[src/design/sorted_table_binary_search_core_macros.svh]
// Assertion macros shared by the sorted table search design.
`ifndef SORTED_TABLE_BINARY_SEARCH_CORE_MACROS_SVH
`define SORTED_TABLE_BINARY_SEARCH_CORE_MACROS_SVH

`ifndef ASSERT_OFF
`define STBS_ASSERT(label, clk, rst, prop) \
   label: assert property (@(posedge clk) disable iff (rst) (prop)) \
      else $error("%m: assertion failed");
`define STBS_NEVER(label, clk, rst, expr) \
   label: assert property (@(posedge clk) disable iff (rst) !(expr)) \
      else $error("%m: forbidden condition seen");
`else
`define STBS_ASSERT(label, clk, rst, prop)
`define STBS_NEVER(label, clk, rst, expr)
`endif

`endif

[src/design/stbs_pkg.sv]
// Shared constants, codes and controller/datapath command types.
`timescale 1ns / 1ps

package stbs_pkg;

   localparam int TABLE_DEPTH = 16;
   localparam int VALUE_WIDTH = 32;
   localparam int POS_WIDTH   = 4;
   localparam int CSR_DATA_WIDTH = 4;
   // bound registers one wider than an index so an empty range can be held
   localparam int BOUND_WIDTH = POS_WIDTH + 1;

   localparam logic OP_WRITE  = 1'b0;
   localparam logic OP_SEARCH = 1'b1;

   localparam logic CSR_RANGE_FIRST = 1'b0;
   localparam logic CSR_RANGE_LAST  = 1'b1;

   localparam logic [POS_WIDTH-1:0] RANGE_FIRST_RESET = '0;
   localparam logic [POS_WIDTH-1:0] RANGE_LAST_RESET  = POS_WIDTH'(TABLE_DEPTH - 1);
   localparam logic [POS_WIDTH-1:0] INDEX_MAX         = POS_WIDTH'(TABLE_DEPTH - 1);

   typedef struct packed {
      logic tbl_write;
      logic load;
      logic step;
      logic finish;
   } cmd_type;

   typedef struct packed {
      logic empty;
      logic hit;
      logic next_empty;
      logic out_free;
   } status_type;

endpackage

[src/design/stbs_ifs.sv]
// Channel interfaces: search/write requests, search results, register writes.
`timescale 1ns / 1ps

interface stbs_req_if;
   logic                                     valid;
   logic                                     ready;
   logic                                     op;
   logic        [stbs_pkg::POS_WIDTH-1:0]    entry_index;
   logic signed [stbs_pkg::VALUE_WIDTH-1:0]  entry_value;
   logic signed [stbs_pkg::VALUE_WIDTH-1:0]  search_key;

   modport source (output valid, output op, output entry_index, output entry_value,
                   output search_key, input ready);
   modport sink (input valid, input op, input entry_index, input entry_value,
                 input search_key, output ready);
endinterface

interface stbs_rsp_if;
   logic                            valid;
   logic                            ready;
   logic                            found;
   logic [stbs_pkg::POS_WIDTH-1:0]  position;

   modport source (output valid, output found, output position, input ready);
   modport sink (input valid, input found, input position, output ready);
endinterface

interface stbs_csr_if;
   logic                                 valid;
   logic                                 ready;
   logic                                 index;
   logic [stbs_pkg::CSR_DATA_WIDTH-1:0]  data;

   modport source (output valid, output index, output data, input ready);
   modport sink (input valid, input index, input data, output ready);
endinterface

[src/design/stbs_ctrl.sv]
// Search controller: accepts requests and sequences the table probes.
`timescale 1ns / 1ps

module stbs_ctrl (
   input  logic                 clock,
   input  logic                 reset,
   input  logic                 req_valid,
   input  logic                 req_op,
   output logic                 req_ready,
   input  stbs_pkg::status_type status,
   output stbs_pkg::cmd_type    cmd
);

   typedef enum logic [1:0] {
      ST_IDLE  = 2'b01,
      ST_PROBE = 2'b10
   } state_type;

   state_type state_ff;
   state_type state_in;

   always_comb begin
      state_in      = state_ff;
      cmd.tbl_write = 1'b0;
      cmd.load      = 1'b0;
      cmd.step      = 1'b0;
      cmd.finish    = 1'b0;
      req_ready     = 1'b0;
      unique case (state_ff)
         ST_IDLE: begin
            req_ready = 1'b1;
            if (req_valid) begin
               if (req_op == stbs_pkg::OP_SEARCH) begin
                  cmd.load = 1'b1;
                  state_in = ST_PROBE;
               end else begin
                  cmd.tbl_write = 1'b1;
               end
            end
         end
         ST_PROBE: begin
            if (status.empty || status.hit || status.next_empty) begin
               if (status.out_free) begin
                  cmd.finish = 1'b1;
                  state_in   = ST_IDLE;
               end
            end else begin
               cmd.step = 1'b1;
            end
         end
         default: begin
            state_in = ST_IDLE;
         end
      endcase
   end

   always_ff @(posedge clock) begin
      if (reset) begin
         state_ff <= ST_IDLE;
      end else begin
         state_ff <= state_in;
      end
   end

endmodule

[src/design/stbs_datapath.sv]
// Search datapath: range registers, entry table, probe bounds and result register.
`timescale 1ns / 1ps
`include "sorted_table_binary_search_core_macros.svh"

module stbs_datapath (
   input  logic                                    clock,
   input  logic                                    reset,
   input  stbs_pkg::cmd_type                       cmd,
   output stbs_pkg::status_type                    status,
   input  logic                                    csr_write,
   input  logic                                    csr_index,
   input  logic        [stbs_pkg::CSR_DATA_WIDTH-1:0] csr_data,
   input  logic        [stbs_pkg::POS_WIDTH-1:0]   entry_index,
   input  logic signed [stbs_pkg::VALUE_WIDTH-1:0] entry_value,
   input  logic signed [stbs_pkg::VALUE_WIDTH-1:0] search_key,
   output logic                                    rsp_valid,
   input  logic                                    rsp_ready,
   output logic                                    rsp_found,
   output logic        [stbs_pkg::POS_WIDTH-1:0]   rsp_position
);

   logic        [stbs_pkg::POS_WIDTH-1:0]   range_first_ff;
   logic        [stbs_pkg::POS_WIDTH-1:0]   range_last_ff;
   logic signed [stbs_pkg::VALUE_WIDTH-1:0] table_ff [stbs_pkg::TABLE_DEPTH];
   logic        [stbs_pkg::BOUND_WIDTH-1:0] lo_ff;
   logic        [stbs_pkg::BOUND_WIDTH-1:0] hi1_ff;
   logic signed [stbs_pkg::VALUE_WIDTH-1:0] key_ff;
   logic                                    rsp_valid_ff;
   logic                                    found_ff;
   logic        [stbs_pkg::POS_WIDTH-1:0]   position_ff;

   logic        [stbs_pkg::POS_WIDTH-1:0]   last_clamped;
   logic        [stbs_pkg::BOUND_WIDTH-1:0] mid_sum;
   logic        [stbs_pkg::POS_WIDTH-1:0]   mid;
   logic signed [stbs_pkg::VALUE_WIDTH-1:0] probe;
   logic                                    probe_gt;
   logic        [stbs_pkg::BOUND_WIDTH-1:0] lo_in;
   logic        [stbs_pkg::BOUND_WIDTH-1:0] hi1_in;
   logic                                    found_in;

   assign last_clamped = (range_last_ff > stbs_pkg::INDEX_MAX) ? stbs_pkg::INDEX_MAX
                                                               : range_last_ff;

   // floor((lo + hi) / 2) with hi held as hi + 1
   assign mid_sum  = stbs_pkg::BOUND_WIDTH'(lo_ff + hi1_ff - 1'b1);
   assign mid      = mid_sum[stbs_pkg::BOUND_WIDTH-1:1];
   assign probe    = table_ff[mid];
   assign probe_gt = probe > key_ff;

   always_comb begin
      lo_in  = lo_ff;
      hi1_in = hi1_ff;
      if (probe_gt) begin
         hi1_in = {1'b0, mid};
      end else begin
         lo_in = stbs_pkg::BOUND_WIDTH'({1'b0, mid} + 1'b1);
      end
   end

   assign status.empty      = lo_ff >= hi1_ff;
   assign status.hit        = probe == key_ff;
   assign status.next_empty = lo_in >= hi1_in;
   assign status.out_free   = !rsp_valid_ff || rsp_ready;

   assign found_in = status.hit && !status.empty;

   always_ff @(posedge clock) begin
      if (reset) begin
         range_first_ff <= stbs_pkg::RANGE_FIRST_RESET;
         range_last_ff  <= stbs_pkg::RANGE_LAST_RESET;
      end else if (csr_write) begin
         unique case (csr_index)
            stbs_pkg::CSR_RANGE_FIRST: range_first_ff <= csr_data;
            stbs_pkg::CSR_RANGE_LAST:  range_last_ff  <= csr_data;
            default: begin
            end
         endcase
      end
   end

   always_ff @(posedge clock) begin
      if (cmd.tbl_write) begin
         table_ff[entry_index] <= entry_value;
      end
   end

   always_ff @(posedge clock) begin
      if (cmd.load) begin
         lo_ff  <= {1'b0, range_first_ff};
         hi1_ff <= stbs_pkg::BOUND_WIDTH'({1'b0, last_clamped} + 1'b1);
         key_ff <= search_key;
      end else if (cmd.step) begin
         lo_ff  <= lo_in;
         hi1_ff <= hi1_in;
      end
   end

   always_ff @(posedge clock) begin
      if (reset) begin
         rsp_valid_ff <= 1'b0;
      end else if (cmd.finish) begin
         rsp_valid_ff <= 1'b1;
      end else if (rsp_ready) begin
         rsp_valid_ff <= 1'b0;
      end
   end

   always_ff @(posedge clock) begin
      if (cmd.finish) begin
         found_ff    <= found_in;
         position_ff <= found_in ? mid : '0;
      end
   end

   assign rsp_valid    = rsp_valid_ff;
   assign rsp_found    = found_ff;
   assign rsp_position = position_ff;

   `STBS_ASSERT(a_finish_needs_room, clock, reset, cmd.finish |-> status.out_free)
   `STBS_NEVER(a_no_step_on_empty, clock, reset, cmd.step && status.empty)
   `STBS_ASSERT(a_miss_has_zero_pos, clock, reset,
                rsp_valid_ff && !found_ff |-> position_ff == '0)
   `STBS_ASSERT(a_hit_reported, clock, reset,
                cmd.finish && found_in |=> rsp_valid_ff && found_ff && position_ff == $past(mid))

endmodule

[src/design/sorted_table_binary_search_core.sv]
// Write: accepted with no result beat. Search: one table probe per cycle,
// up to 5 probes for 16 entries, after which the result beat is registered;
// the controller is back in idle, ready for the next request, as the beat appears.
// A pending result beat stalls only the finish of the next search.
// Reset: range_first to 0, range_last to 15, controller idle, no result pending;
// table entries are undefined until written.
`timescale 1ns / 1ps

module sorted_table_binary_search_core (
   input logic         clock,
   input logic         reset,
   stbs_req_if.sink    req_bus,
   stbs_rsp_if.source  rsp_bus,
   stbs_csr_if.sink    csr_bus
);

   stbs_pkg::cmd_type    cmd;
   stbs_pkg::status_type status;

   assign csr_bus.ready = 1'b1;

   stbs_ctrl u_ctrl (
      .clock     (clock),
      .reset     (reset),
      .req_valid (req_bus.valid),
      .req_op    (req_bus.op),
      .req_ready (req_bus.ready),
      .status    (status),
      .cmd       (cmd)
   );

   stbs_datapath u_datapath (
      .clock        (clock),
      .reset        (reset),
      .cmd          (cmd),
      .status       (status),
      .csr_write    (csr_bus.valid),
      .csr_index    (csr_bus.index),
      .csr_data     (csr_bus.data),
      .entry_index  (req_bus.entry_index),
      .entry_value  (req_bus.entry_value),
      .search_key   (req_bus.search_key),
      .rsp_valid    (rsp_bus.valid),
      .rsp_ready    (rsp_bus.ready),
      .rsp_found    (rsp_bus.found),
      .rsp_position (rsp_bus.position)
   );

endmodule
[src/flat_wrapper.sv]
// flat-port wrapper written by rule: the top's interface ports become plain ports
module sorted_table_binary_search_core_flat 
  (clock, reset, req_bus_valid, req_bus_op, req_bus_entry_index, req_bus_entry_value, req_bus_search_key, req_bus_ready, rsp_bus_valid, rsp_bus_found, rsp_bus_position, rsp_bus_ready, csr_bus_valid, csr_bus_index, csr_bus_data, csr_bus_ready);
  stbs_req_if req_bus_i ();
  stbs_rsp_if rsp_bus_i ();
  stbs_csr_if csr_bus_i ();
  input logic clock;
  input logic reset;
  input wire logic [$bits(req_bus_i.valid)-1:0] req_bus_valid;
  input wire logic [$bits(req_bus_i.op)-1:0] req_bus_op;
  input wire logic [$bits(req_bus_i.entry_index)-1:0] req_bus_entry_index;
  input wire logic [$bits(req_bus_i.entry_value)-1:0] req_bus_entry_value;
  input wire logic [$bits(req_bus_i.search_key)-1:0] req_bus_search_key;
  output wire logic [$bits(req_bus_i.ready)-1:0] req_bus_ready;
  output wire logic [$bits(rsp_bus_i.valid)-1:0] rsp_bus_valid;
  output wire logic [$bits(rsp_bus_i.found)-1:0] rsp_bus_found;
  output wire logic [$bits(rsp_bus_i.position)-1:0] rsp_bus_position;
  input wire logic [$bits(rsp_bus_i.ready)-1:0] rsp_bus_ready;
  input wire logic [$bits(csr_bus_i.valid)-1:0] csr_bus_valid;
  input wire logic [$bits(csr_bus_i.index)-1:0] csr_bus_index;
  input wire logic [$bits(csr_bus_i.data)-1:0] csr_bus_data;
  output wire logic [$bits(csr_bus_i.ready)-1:0] csr_bus_ready;
  assign req_bus_i.valid = req_bus_valid;
  assign req_bus_i.op = req_bus_op;
  assign req_bus_i.entry_index = req_bus_entry_index;
  assign req_bus_i.entry_value = req_bus_entry_value;
  assign req_bus_i.search_key = req_bus_search_key;
  assign req_bus_ready = req_bus_i.ready;
  assign rsp_bus_valid = rsp_bus_i.valid;
  assign rsp_bus_found = rsp_bus_i.found;
  assign rsp_bus_position = rsp_bus_i.position;
  assign rsp_bus_i.ready = rsp_bus_ready;
  assign csr_bus_i.valid = csr_bus_valid;
  assign csr_bus_i.index = csr_bus_index;
  assign csr_bus_i.data = csr_bus_data;
  assign csr_bus_ready = csr_bus_i.ready;
  sorted_table_binary_search_core u_core (.clock(clock), .reset(reset), .req_bus(req_bus_i), .rsp_bus(rsp_bus_i), .csr_bus(csr_bus_i));
endmodule
[config.mk]
export PLATFORM = sky130hd
export DESIGN_NAME = sorted_table_binary_search_core_flat
export DESIGN_NICKNAME = d
export VERILOG_FILES = /design/src/design/stbs_pkg.sv /design/src/design/stbs_ifs.sv /design/src/design/stbs_ctrl.sv /design/src/design/stbs_datapath.sv /design/src/design/sorted_table_binary_search_core.sv /design/src/flat_wrapper.sv
export VERILOG_INCLUDE_DIRS = /design/src /design/src/design
export SDC_FILE = /design/constraint.sdc
export NUM_CORES = 1
export LEC_CHECK = 0
export BUFFER_PORTS_ARGS = -buffer_cell sky130_fd_sc_hd__buf_2
export CORE_UTILIZATION = 55
export DETAILED_ROUTE_END_ITERATION = 6
export PLACE_DENSITY_LB_ADDON = 0.25
export SLEW_MARGIN = 5
export SYNTH_ARGS = -nofsm -noshare
export SYNTH_HDL_FRONTEND = slang
export SYNTH_SLANG_ARGS = --single-unit
[constraint.sdc]
create_clock -name clock -period 6.5 [get_ports clock]
set_clock_uncertainty 0.1 [all_clocks]
set_input_delay 0.65 -clock clock [delete_from_list [all_inputs] [get_ports clock]]
set_output_delay 0.65 -clock clock [all_outputs]
set_load 0.01 [all_outputs]
Word-level counts from Yosys, hierarchy flattened
Memories as Yosys holds them, arrays and structs flattened.
Cells that the tools add are included.

storage, ports and cells
  flip-flop bits (word level) = 58
  memory bits (writable) = 512
  bits of input ports = 79
  word-level logic and storage cells = 63
  memories = 1

memory list
  name                        words  width  read ports  clocked after memory_dff  write ports  line                 text
  u_core.u_datapath.table_ff  16     32     1           0                         1            stbs_datapath.sv:24  logic signed [stbs_pkg::VALUE_WIDTH-1:0] table_ff [stbs_pkg::TABLE_DEPTH];

cells by class
  $add $sub $neg = 4
  order comparisons = 4
  equal/unequal tests = 7
  multiplexer cells = 25
  bitwise operators = 1
  reduce and logical (&&, ||, !) cells = 11

operators with widths
  kind                                                  count
  equality test 32 bit                                  1
  > comparator 32 bit                                   1
  2-to-1 mux 5 bit                                      4
  2-to-1 mux 2 bit                                      7
  2-to-1 mux 4 bit                                      3
  adder 4 x 1 -> 5 bit (second input constant)          2
  >= comparator 5 bit                                   2
  2-to-1 mux 1 bit                                      10
  != test 2 bit (second input constant)                 3
  adder 5 bit                                           1
  subtractor 5 x 1 -> 5 bit (second input constant)     1
  > comparator 4 bit (second input constant)            1
  one-hot mux 2 bit (2 select lines)                    1
  AND reduction 2 bit                                   2
  AND reduction 4 bit                                   1
  nonzero test 2 bit                                    2
  logical OR 1 bit                                      3
  equality test 2 x 1 -> 1 bit (second input constant)  1
  equality test 2 bit (second input constant)           1
  zero test 1 bit                                       2
  != test 2 x 1 -> 1 bit (second input constant)        1
  logical AND 1 bit                                     1
  inverter 1 bit                                        1

Logic depth before layout (Yosys ltp)
Gate-level depths: netlist of run 1.
An unclocked memory read counts as a cell.

  depth after elaboration = 11
  gate-level depth with buffers = 28
  gate-level depth less buffers = 25

Cells and area by module
From an unflattened synthesis of run 1, not the netlist that was laid out.

unflattened totals
  cells, all modules = 1,169
  area total of the unflattened synthesis = 23,181.0 sq um

by module, submodules not included
  module                           times used  cells each  area each (sq um)
  stbs_datapath                    1           1,154       23,044.6
  stbs_ctrl                        1           13          125.1
  sorted_table_binary_search_core  1           2           11.3

Worst setup path before layout of run 1
OpenSTA, ideal clock, no wires.

  path type = register -> register
  start point = reg u_core.u_datapath.lo_ff[1] (netlist name)
  end point = reg u_core.u_datapath.hi1_ff[0] (netlist name), enable pin
  setup time = 387 ps
  arrival time = 6,634 ps
  data required time = 6,013 ps
  slack = -622 ps
  cell stages (with the launch flop) = 24
  buffers on the path = 4
  cells stage by stage = edfxtp_1 > inv_1 > ha_1 > inv_1 > ha_1 > clkbuf_1 > buf_2 > clkbuf_1 > mux4_2 > mux4_2 > ha_1 > nand4_1 > or4_1 > or3_4 > o31ai_4 > buf_8 > mux2i_1 > ha_1 > nand2b_1 > a21o_1 > a21o_1 > a21o_1 > a211o_1 > o21ai_0

on the way
  word-level cells in the longest chain between the ends = 10
  elaborated cells on any way between the ends = 15

RTL lines
  item                                     line                 text
  start: declaration                       stbs_datapath.sv:25  logic [stbs_pkg::BOUND_WIDTH-1:0] lo_ff;
  start signal: assignment                 stbs_datapath.sv:89  lo_ff <= {1'b0, range_first_ff};
  start signal: assignment                 stbs_datapath.sv:93  lo_ff <= lo_in;
  adder 5 bit *                            stbs_datapath.sv:45  assign mid_sum = stbs_pkg::BOUND_WIDTH'(lo_ff + hi1_ff - 1'b1);
  subtractor 5 x 1 -> 5 bit *              stbs_datapath.sv:45
  via u_core.u_datapath.mid_sum (one bit)  stbs_datapath.sv:33  logic [stbs_pkg::BOUND_WIDTH-1:0] mid_sum;
  memory (16 x 32 bit)                     --
  > comparator 32 bit                      stbs_datapath.sv:48  assign probe_gt = probe > key_ff;
  2-to-1 mux 5 bit                         stbs_datapath.sv:53  if (probe_gt) begin
  >= comparator 5 bit                      stbs_datapath.sv:62  assign status.next_empty = lo_in >= hi1_in;
  logical OR 1 bit *                       stbs_ctrl.sv:42      if (status.empty || status.hit || status.next_empty) begin
  2-to-1 mux 1 bit *                       stbs_ctrl.sv:42
  2-to-1 mux 2 bit *                       stbs_ctrl.sv:29      unique case (state_ff)
  nonzero test 2 bit (no line) *           --
  end signal: assignment                   stbs_datapath.sv:90  hi1_ff <= stbs_pkg::BOUND_WIDTH'({1'b0, last_clamped} + 1'b1);
  end signal: assignment                   stbs_datapath.sv:94  hi1_ff <= hi1_in;
  end: declaration                         stbs_datapath.sv:26  logic [stbs_pkg::BOUND_WIDTH-1:0] hi1_ff;

Mark *: on every way through the listed nets, which the timed path passes. The rest lies on a longest branch.
A chain may end at the register's enable or synchronous reset.

Worst setup path after layout of run 1
  start point = reg u_core.u_datapath.hi1_ff[1] (netlist name)
  end point = reg u_core.u_datapath.lo_ff[3] (netlist name), enable pin

on the way
  word-level cells in the longest chain between the ends = 10
  elaborated cells on any way between the ends = 15

RTL lines
  item                                     line
  adder 5 bit *                            stbs_datapath.sv:45
  subtractor 5 x 1 -> 5 bit *              stbs_datapath.sv:45
  via u_core.u_datapath.mid_sum (one bit)  stbs_datapath.sv:33
  memory (16 x 32 bit)                     --
  > comparator 32 bit                      stbs_datapath.sv:48
  2-to-1 mux 5 bit                         stbs_datapath.sv:53
  >= comparator 5 bit                      stbs_datapath.sv:62
  logical OR 1 bit *                       stbs_ctrl.sv:42
  2-to-1 mux 1 bit *                       stbs_ctrl.sv:42
  2-to-1 mux 2 bit *                       stbs_ctrl.sv:29
  nonzero test 2 bit (no line) *           --

Marked as above.

==> results of run 1 <==
[registers in the layout, indices dropped and copies added (netlist names)]
| register | flops |
|---|---|
| u_core.u_datapath.table_ff | 512 |
| u_core.u_datapath.key_ff | 32 |
| u_core.u_datapath.hi1_ff | 5 |
| u_core.u_datapath.lo_ff | 5 |
| u_core.u_datapath.range_first_ff | 4 |
| u_core.u_datapath.range_last_ff | 4 |
| u_core.u_datapath.rsp_position | 4 |
| u_core.u_ctrl.state_ff | 2 |
| u_core.u_datapath.rsp_found | 1 |
| u_core.u_datapath.rsp_valid | 1 |
[critical path, cell delays in order, from the launching register on]
cell and delay [ns]:
edfxtp_1 0.37, inv_2 0.07, ha_4 0.26, inv_2 0.04
buf_4 0.13, ha_4 0.33, buf_8 0.15, buf_4 0.13
clkbuf_16 0.14, mux4_2 0.49, mux4_2 0.51, ha_4 0.29
nand4_1 0.08, buf_4 0.17, or4_4 0.56, or3_4 0.42
o31ai_4 0.08, buf_12 0.17, mux2i_4 0.23, ha_1 0.26
nand2b_4 0.15, a21o_1 0.15, a21o_1 0.16, a21o_1 0.16
a211o_1 0.34, o21ai_4 0.19, buf_6 0.16
[cell usage in the layout (no fill, tap or decap), types with 3 or more instances in the layout]
| master | count |
|---|---|
| edfxtp_1 | 558 |
| mux4_2 | 159 |
| buf_4 | 92 |
| buf_2 | 85 |
| clkbuf_16 | 59 |
| inv_1 | 38 |
| ha_1 | 34 |
| buf_12 | 28 |
| a21oi_1 | 19 |
| ha_4 | 17 |
| nand2_1 | 14 |
| nor2_1 | 13 |
| nor2_4 | 13 |
| dfxtp_1 | 12 |
| inv_2 | 11 |
| nand4_1 | 10 |
| clkinv_2 | 10 |
| clkinv_1 | 10 |
| mux2i_1 | 9 |
| clkbuf_1 | 9 |
| nand2b_1 | 7 |
| nand3_1 | 7 |
| o21ai_0 | 6 |
| bufinv_16 | 6 |
| buf_6 | 6 |
| a21o_1 | 5 |
| a211o_1 | 5 |
| mux2_2 | 4 |
| nor3_2 | 4 |
| and3_1 | 4 |
| clkinvlp_4 | 4 |
| nor2b_1 | 3 |
| mux2i_4 | 3 |
| xnor2_1 | 3 |
| and2_1 | 3 |
[metal layers]
metal,GRT usage,up-vias,routed length (µm)
met5,0,-,41
met4,0.0770,6,1120
met3,0.0477,82,3830
met2,0.402,470,25100
met1,0.349,5952,20500
li1,-,4806,-
[metrics by stage]
| stage | hold slack [ns] | setup slack, ns |
|---|---|---|
| floorplan | 0.352 | 0.0415 |
| global placement | 0.387 | -0.403 |
| detailed placement | 0.396 | -0.481 |
| CTS | 0.0947 | -0.0792 |
| global route | 0.103 | -0.206 |
| finish | 0.127 | -0.0891 |
[what timing repair did]
item                                    4_1_cts  5_1_grt
cloned                                        4        2
endpoints found under the setup margin       18       18
hold buffers                                  0        0
pin swaps                                    13       22
endpoints found under the hold margin         0        0
resized for setup                            44       26
buffers inserted                             25       14
[cell families after synthesis]
logic type / after synthesis / share of synthesized area
XOR/XNOR: 8 / 0.00309
multiplexers: 177 / 0.166
flip-flops: 570 / 0.749
AO/OA/AOI/OAI: 53 / 0.0156
adder cells (fa/ha/maj): 52 / 0.0287
other: 1 / 0.000165
AND/OR/NAND/NOR: 93 / 0.0209
buffers and inverters: 91 / 0.0160
[cell type report]
cell class / count / share of cell area
flip-flops and latches: 570 / 0.622
diodes: 2 / 0.000183
repair buffers: 217 / 0.0688
clock inverters: 32 / 0.0115
well taps: 532 / 0.0244
clock buffers: 66 / 0.0535
multi-input cells: 384 / 0.212
inverters: 49 / 0.00674
[worst max-delay path by stage]
stage | to | slack, ns | depth (start not counted)
after floorplan | u_core.u_datapath.hi1_ff[0] | 0.04 | 25
after global placement | u_core.u_datapath.lo_ff[0] | -0.40 | 24
after detailed placement | u_core.u_datapath.lo_ff[1] | -0.48 | 24
after CTS | u_core.u_datapath.lo_ff[3] | -0.08 | 30
after global routing | u_core.u_datapath.lo_ff[3] | -0.21 | 27
final | u_core.u_datapath.lo_ff[3] | -0.09 | 26
==> summary.txt, run 1 <==
Clock tree
  • CTS max path bufs: 3
  • Clock transition at path regs: 0.07 ns
  • H-tree lvl count: 2
  • Worst-Skew Late Latency: 0.60 ns
  • CTS Buf Count: 56
  • Clk sinks: 570
  • CTS tree: built
  • Root buffer cell: clkbuf_16

Timing
  • Tmin final: 6.59 ns
  • Sum Neg Setup Slack: -0.951 ns
  • Final worst path period share: 1.01
  • F_max: 152 MHz
  • RSZ-0062 raised after global routing: yes
  • Worst slew margin: 0.270
  • Setup WS post-layout: -0.0891 ns
  • Max Slew Vio Count: 0
  • Least-Margin Pin Slew: 1.10 ns
  • Final setup vio count: 16
  • Fin. Hold Viols: 0

Logic synthesis
  • Syn avg cell area: 21.7 µm²
  • Synthesis-stage register bit count: 570
  • Syn Inst Count: 1045
  • Most frequent cells after synthesis: edfxtp_1, mux4_2, ha_1
  • Mapped Area: 22700 µm²
  • Dominant synthesized flop cell: edfxtp_1
  • Synth unique cells: 48
  • Post-synth top area cell: edfxtp_1
  • Register area share after synthesis: 0.749
  • Synth warn: 0
  • Count leader, synth: edfxtp_1
  • Post-synth EDFFs: 558
  • Share of the synthesized area in the top cell type: 0.739
  • Synth top area cells: edfxtp_1, mux4_2, ha_1
  • Asr flop ratio synth: 0
  • Syn nets: 1176

Floorplan
  • Die width: 205 µm
  • Die Area: 42100 µm²
  • Site Rows: 74
  • Num ports: 87
  • Starting Density: 0.557
  • Die height: 205 µm
  • Core area: 40700 µm²

Cells and area
  • Fraction of layout cells with a size suffix above 1: 0.400
  • Final instance area: 27300 µm²
  • Post-layout util: 0.670
  • Area grow syn2layout: 20.4%
  • Register area: 17000 µm²
  • # fillers: 2556
  • Multi-input gate area: 5800 µm²
  • Layout Cells excl Fill: 1852
  • Nets@finish: 1409

Setup path
  • FF-to-FF Start: u_core.u_datapath.hi1_ff[1]
  • CP startpoint: u_core.u_datapath.hi1_ff[1]
  • Critical path required time: 6.72 ns
  • Critical Path Start Type: register
  • FF-to-FF End: u_core.u_datapath.lo_ff[3]
  • Endpoint class of the critical path: register
  • Critical Path AT: 6.80 ns
  • R2r setup slk: -0.09 ns
  • CP Class: reg2reg
  • CP Max Fanout: 6
  • R2R depth: 26

Hold path
  • Worst hold path class: in2reg
  • Hold Path Sink: u_core.u_datapath.key_ff[28]
  • Hold path startpoint: req_bus_search_key[28]
  • Worst hold stages: 1

Global routing
  • First-pass GRT wire length: 73900 µm
  • Antenna violations before repair: 4
  • Vias in the first global route: 11.6k
  • Grt ovf: 0
  • Total GRT Usage: 0.249
  • Largest net degree at the start of global routing: 39

Placed design
  • I/O Buffers: 85
  • DPL Wire Length: 26400 µm
  • Placed instance area: 24700 µm²
  • Global placement routability congestion: 0.799
  • Dpl cells: 1712

Route
  • Mean number of vias per cell: 6.11
  • Starting DRT DRC Count: 1037
  • DR vias: 11.3k
  • 1st-pass router iterations: 5
  • Routed len/inst: 27.3 µm
  • Total Wirelength: 50600 µm
  • Final ANT Viol Nets: 0
  • DRC: 0

Status
  • Status: finished with violations
  • Violations in the final reports: setup timing

Flow run
  • Max-cap violations: 0
Power of run 1 is left out: the tool's default activity adds up to more than one toggle a clock period on the data nets, which glitch-free logic cannot reach.
==> run 2: changes to the inputs <==
--- a/config.mk
+++ b/config.mk
@@ -10,2 +10,3 @@
 export CORE_UTILIZATION = 55
+export CTS_CLUSTER_SIZE = 20
 export DETAILED_ROUTE_END_ITERATION = 6
==> constraint.sdc (replaced) <==
create_clock -name clock -period 6.5 [get_ports clock]
set_clock_uncertainty 0.1 [all_clocks]
set_input_delay 1.3 -clock clock [delete_from_list [all_inputs] [get_ports clock]]
set_output_delay 1.3 -clock clock [all_outputs]
set_load 0.01 [all_outputs]
==> summary.txt, run 2 (synthesis results as in run 1) <==
Cells and area
  • Nets@finish: 1411 (+0.14%)
  • Most frequent cells in the layout: edfxtp_1, mux4_2, buf_4, buf_2, clkbuf_16
  • Most flop-heavy register: u_core.u_datapath.table_ff
  • Area grow syn2layout: 19.8%
  • Final instance area: 27200 µm² (-0.48%)
  • Most common cell after layout, fill and taps aside: edfxtp_1
  • N_diodes: 0 (-2)
  • Top flop regs: u_core.u_datapath.table_ff: 512 flops, u_core.u_datapath.key_ff: 32 flops
  • Fraction of layout cells with a size suffix above 1: 0.395 (-0.00499)
  • Max FFs per register: 512 (unchanged)

Floorplan
  • Starting Density: 0.557 (unchanged)
  • Site Rows: 74 (unchanged)
  • Num ports: 87 (unchanged)
  • Die height: 205 µm (unchanged)
  • Core area: 40700 µm² (unchanged)
  • Die Area: 42100 µm² (unchanged)
  • Die width: 205 µm (unchanged)

Flow run
  • Max-cap violations: 0 (unchanged)

Setup path
  • Endpoint class of the critical path: register
  • Critical Path AT: 6.86 ns (+0.06 ns)
  • R2r setup slk: -0.13 ns (-0.04 ns)
  • Slowest CP cell: or4_4
  • Largest stage delay, worst path: 0.61 ns (+0.05 ns)
  • FF-to-FF Start: u_core.u_datapath.hi1_ff[1]
  • CP Class: reg2reg
  • R2R depth: 26 (unchanged)
  • Critical path required time: 6.73 ns (about the same)
  • CP startpoint: u_core.u_datapath.hi1_ff[1]
  • Critical Path Start Type: register
  • CP Max Fanout: 7 (+1)
  • FF-to-FF End: u_core.u_datapath.hi1_ff[3]

Timing
  • Final worst path period share: 1.02 (+0.00644)
  • Least-Margin Pin Slew: 1.11 ns (+0.0148 ns)
  • Worst slew margin: 0.258 (-0.0116)
  • RSZ-0062 raised after global routing: yes
  • Fin. Hold Viols: 0 (unchanged)
  • Tmin final: 6.63 ns (+0.0419 ns)
  • Setup WS post-layout: -0.131 ns (-0.0419 ns)
  • Max Slew Vio Count: 0 (unchanged)
  • F_max: 151 MHz (-0.63%)
  • Final setup vio count: 15 (-1)

Global routing
  • Antenna violations before repair: 2 (-2)
  • Grt ovf: 0 (unchanged)
  • Vias in the first global route: 11.4k (-1.9%)
  • Largest net degree at the start of global routing: 39 (unchanged)
  • Total GRT Usage: 0.242 (-0.00743)
  • First-pass GRT wire length: 72200 µm (-2.3%)

Placed design
  • DPL Wire Length: 27000 µm (+2.2%)
  • I/O Buffers: 85 (unchanged)
  • Placed instance area: 24700 µm² (unchanged)
  • Global placement routability congestion: 0.806 (+0.83%)

Status
  • Status: finished with violations
  • Violations in the final reports: setup timing

Hold path
  • Worst hold stages: 2 (+1)
  • Hold path startpoint: u_core.u_datapath.range_first_ff[3]
  • Hold Path Sink: u_core.u_datapath.range_first_ff[3]
  • Worst hold path class: reg2reg

Route
  • DRC: 0 (unchanged)
  • DR vias: 11.2k (-1.4%)
  • Final ANT Viol Nets: 0 (unchanged)
  • Starting DRT DRC Count: 1098 (+5.9%)
  • Total Wirelength: 49700 µm (-1.7%)
  • Routed len/inst: 26.8 µm (-1.8%)
  • 1st-pass router iterations: 5 (unchanged)
  • Mean number of vias per cell: 6.02 (-1.5%)

Clock tree
  • Clk sinks: 570 (unchanged)
  • H-tree lvl count: 2 (unchanged)
  • Clock transition at path regs: 0.07 ns (about the same)
  • CTS max path bufs: 3 (unchanged)
  • Root buffer cell: clkbuf_16
  • CTS Buf Count: 55 (-1.8%)
  • CTS tree: built
  • Worst-Skew Late Latency: 0.62 ns (+0.02 ns)
run 2: cell types whose count changed in the layout (fill, tap and decap cells not counted), moves of 2 or more:
cell        delta
buf_12         -3
buf_4          +5
bufinv_16      -3
clkbuf_16      -3
clkinv_1       +7
clkinvlp_4     -2
diode_2        -2
ha_1           +3
ha_4           -3
inv_1          +2
inv_2          -2
o21ai_0        -2
o21ai_1        +2
run 2: final cells by class:
class | instances | area, µm²
clock inverter | 35 | 274
tap | 532 | 666
inverter | 49 | 184
sequential | 570 | 17000
timing repair buffer | 220 | 1870
clock buffer | 64 | 1410
fill | 2602 | 13600
multi-input combinational | 384 | 5780
run 2: how the worst max path moves through the flow:
| stage | slack, ns | depth (start not counted) | to |
|---|---|---|---|
| finish | -0.13 | 26 | u_core.u_datapath.hi1_ff[3] |
| global route | -0.26 | 29 | u_core.u_datapath.hi1_ff[4] |
| CTS | -0.08 | 27 | u_core.u_datapath.hi1_ff[3] |
| detailed placement | -0.52 | 24 | u_core.u_datapath.lo_ff[1] |
| global placement | -0.41 | 24 | u_core.u_datapath.lo_ff[0] |
| floorplan | 0.04 | 25 | u_core.u_datapath.hi1_ff[0] |
run 2: routing by layer:
layer | wire length (µm) | global-route usage
met5 | 23 | 0
met4 | 872 | 0.0611
met1 | 20900 | 0.352
met2 | 24800 | 0.387
met3 | 3180 | 0.0395
run 2: metrics by stage:
| stage | util | hold WS [ns] | worst slack [ns] | setup TNS (ns) | instances |
|---|---|---|---|---|---|
| after floorplan | - | 0.352 | 0.0415 | 0 | 1045 |
| after global placement | 0.606 | 0.387 | -0.409 | -6.59 | 1712 |
| after detailed placement | 0.606 | 0.400 | -0.516 | -8.61 | 1712 |
| after CTS | 0.661 | 0.415 | -0.0780 | -0.452 | 1844 |
| after global routing | 0.667 | 0.433 | -0.265 | -3.37 | 1854 |
| final | 0.667 | 0.414 | -0.131 | -0.926 | 1854 |
run 2: worst max-delay path, delay by kind of cell, from the launching register on:
| kind | cells | cell delay [ns] |
|---|---|---|
| flip-flops | 1 | 0.36 |
| AO/OA/AOI/OAI | 6 | 1.03 |
| adder cells (fa/ha/maj) | 4 | 1.16 |
| buffers and inverters | 9 | 1.07 |
| multiplexers | 3 | 1.23 |
| AND/OR/NAND/NOR | 4 | 1.38 |
run 2: what timing repair did:
action	4_1_cts	5_1_grt
buffers inserted	29	12
gates cloned	5	1
pin swaps	15	21
hold buffers	0	0
resized for setup	37	32
endpoints found under the setup margin	18	18
Power of run 2 is left out for the same reason.
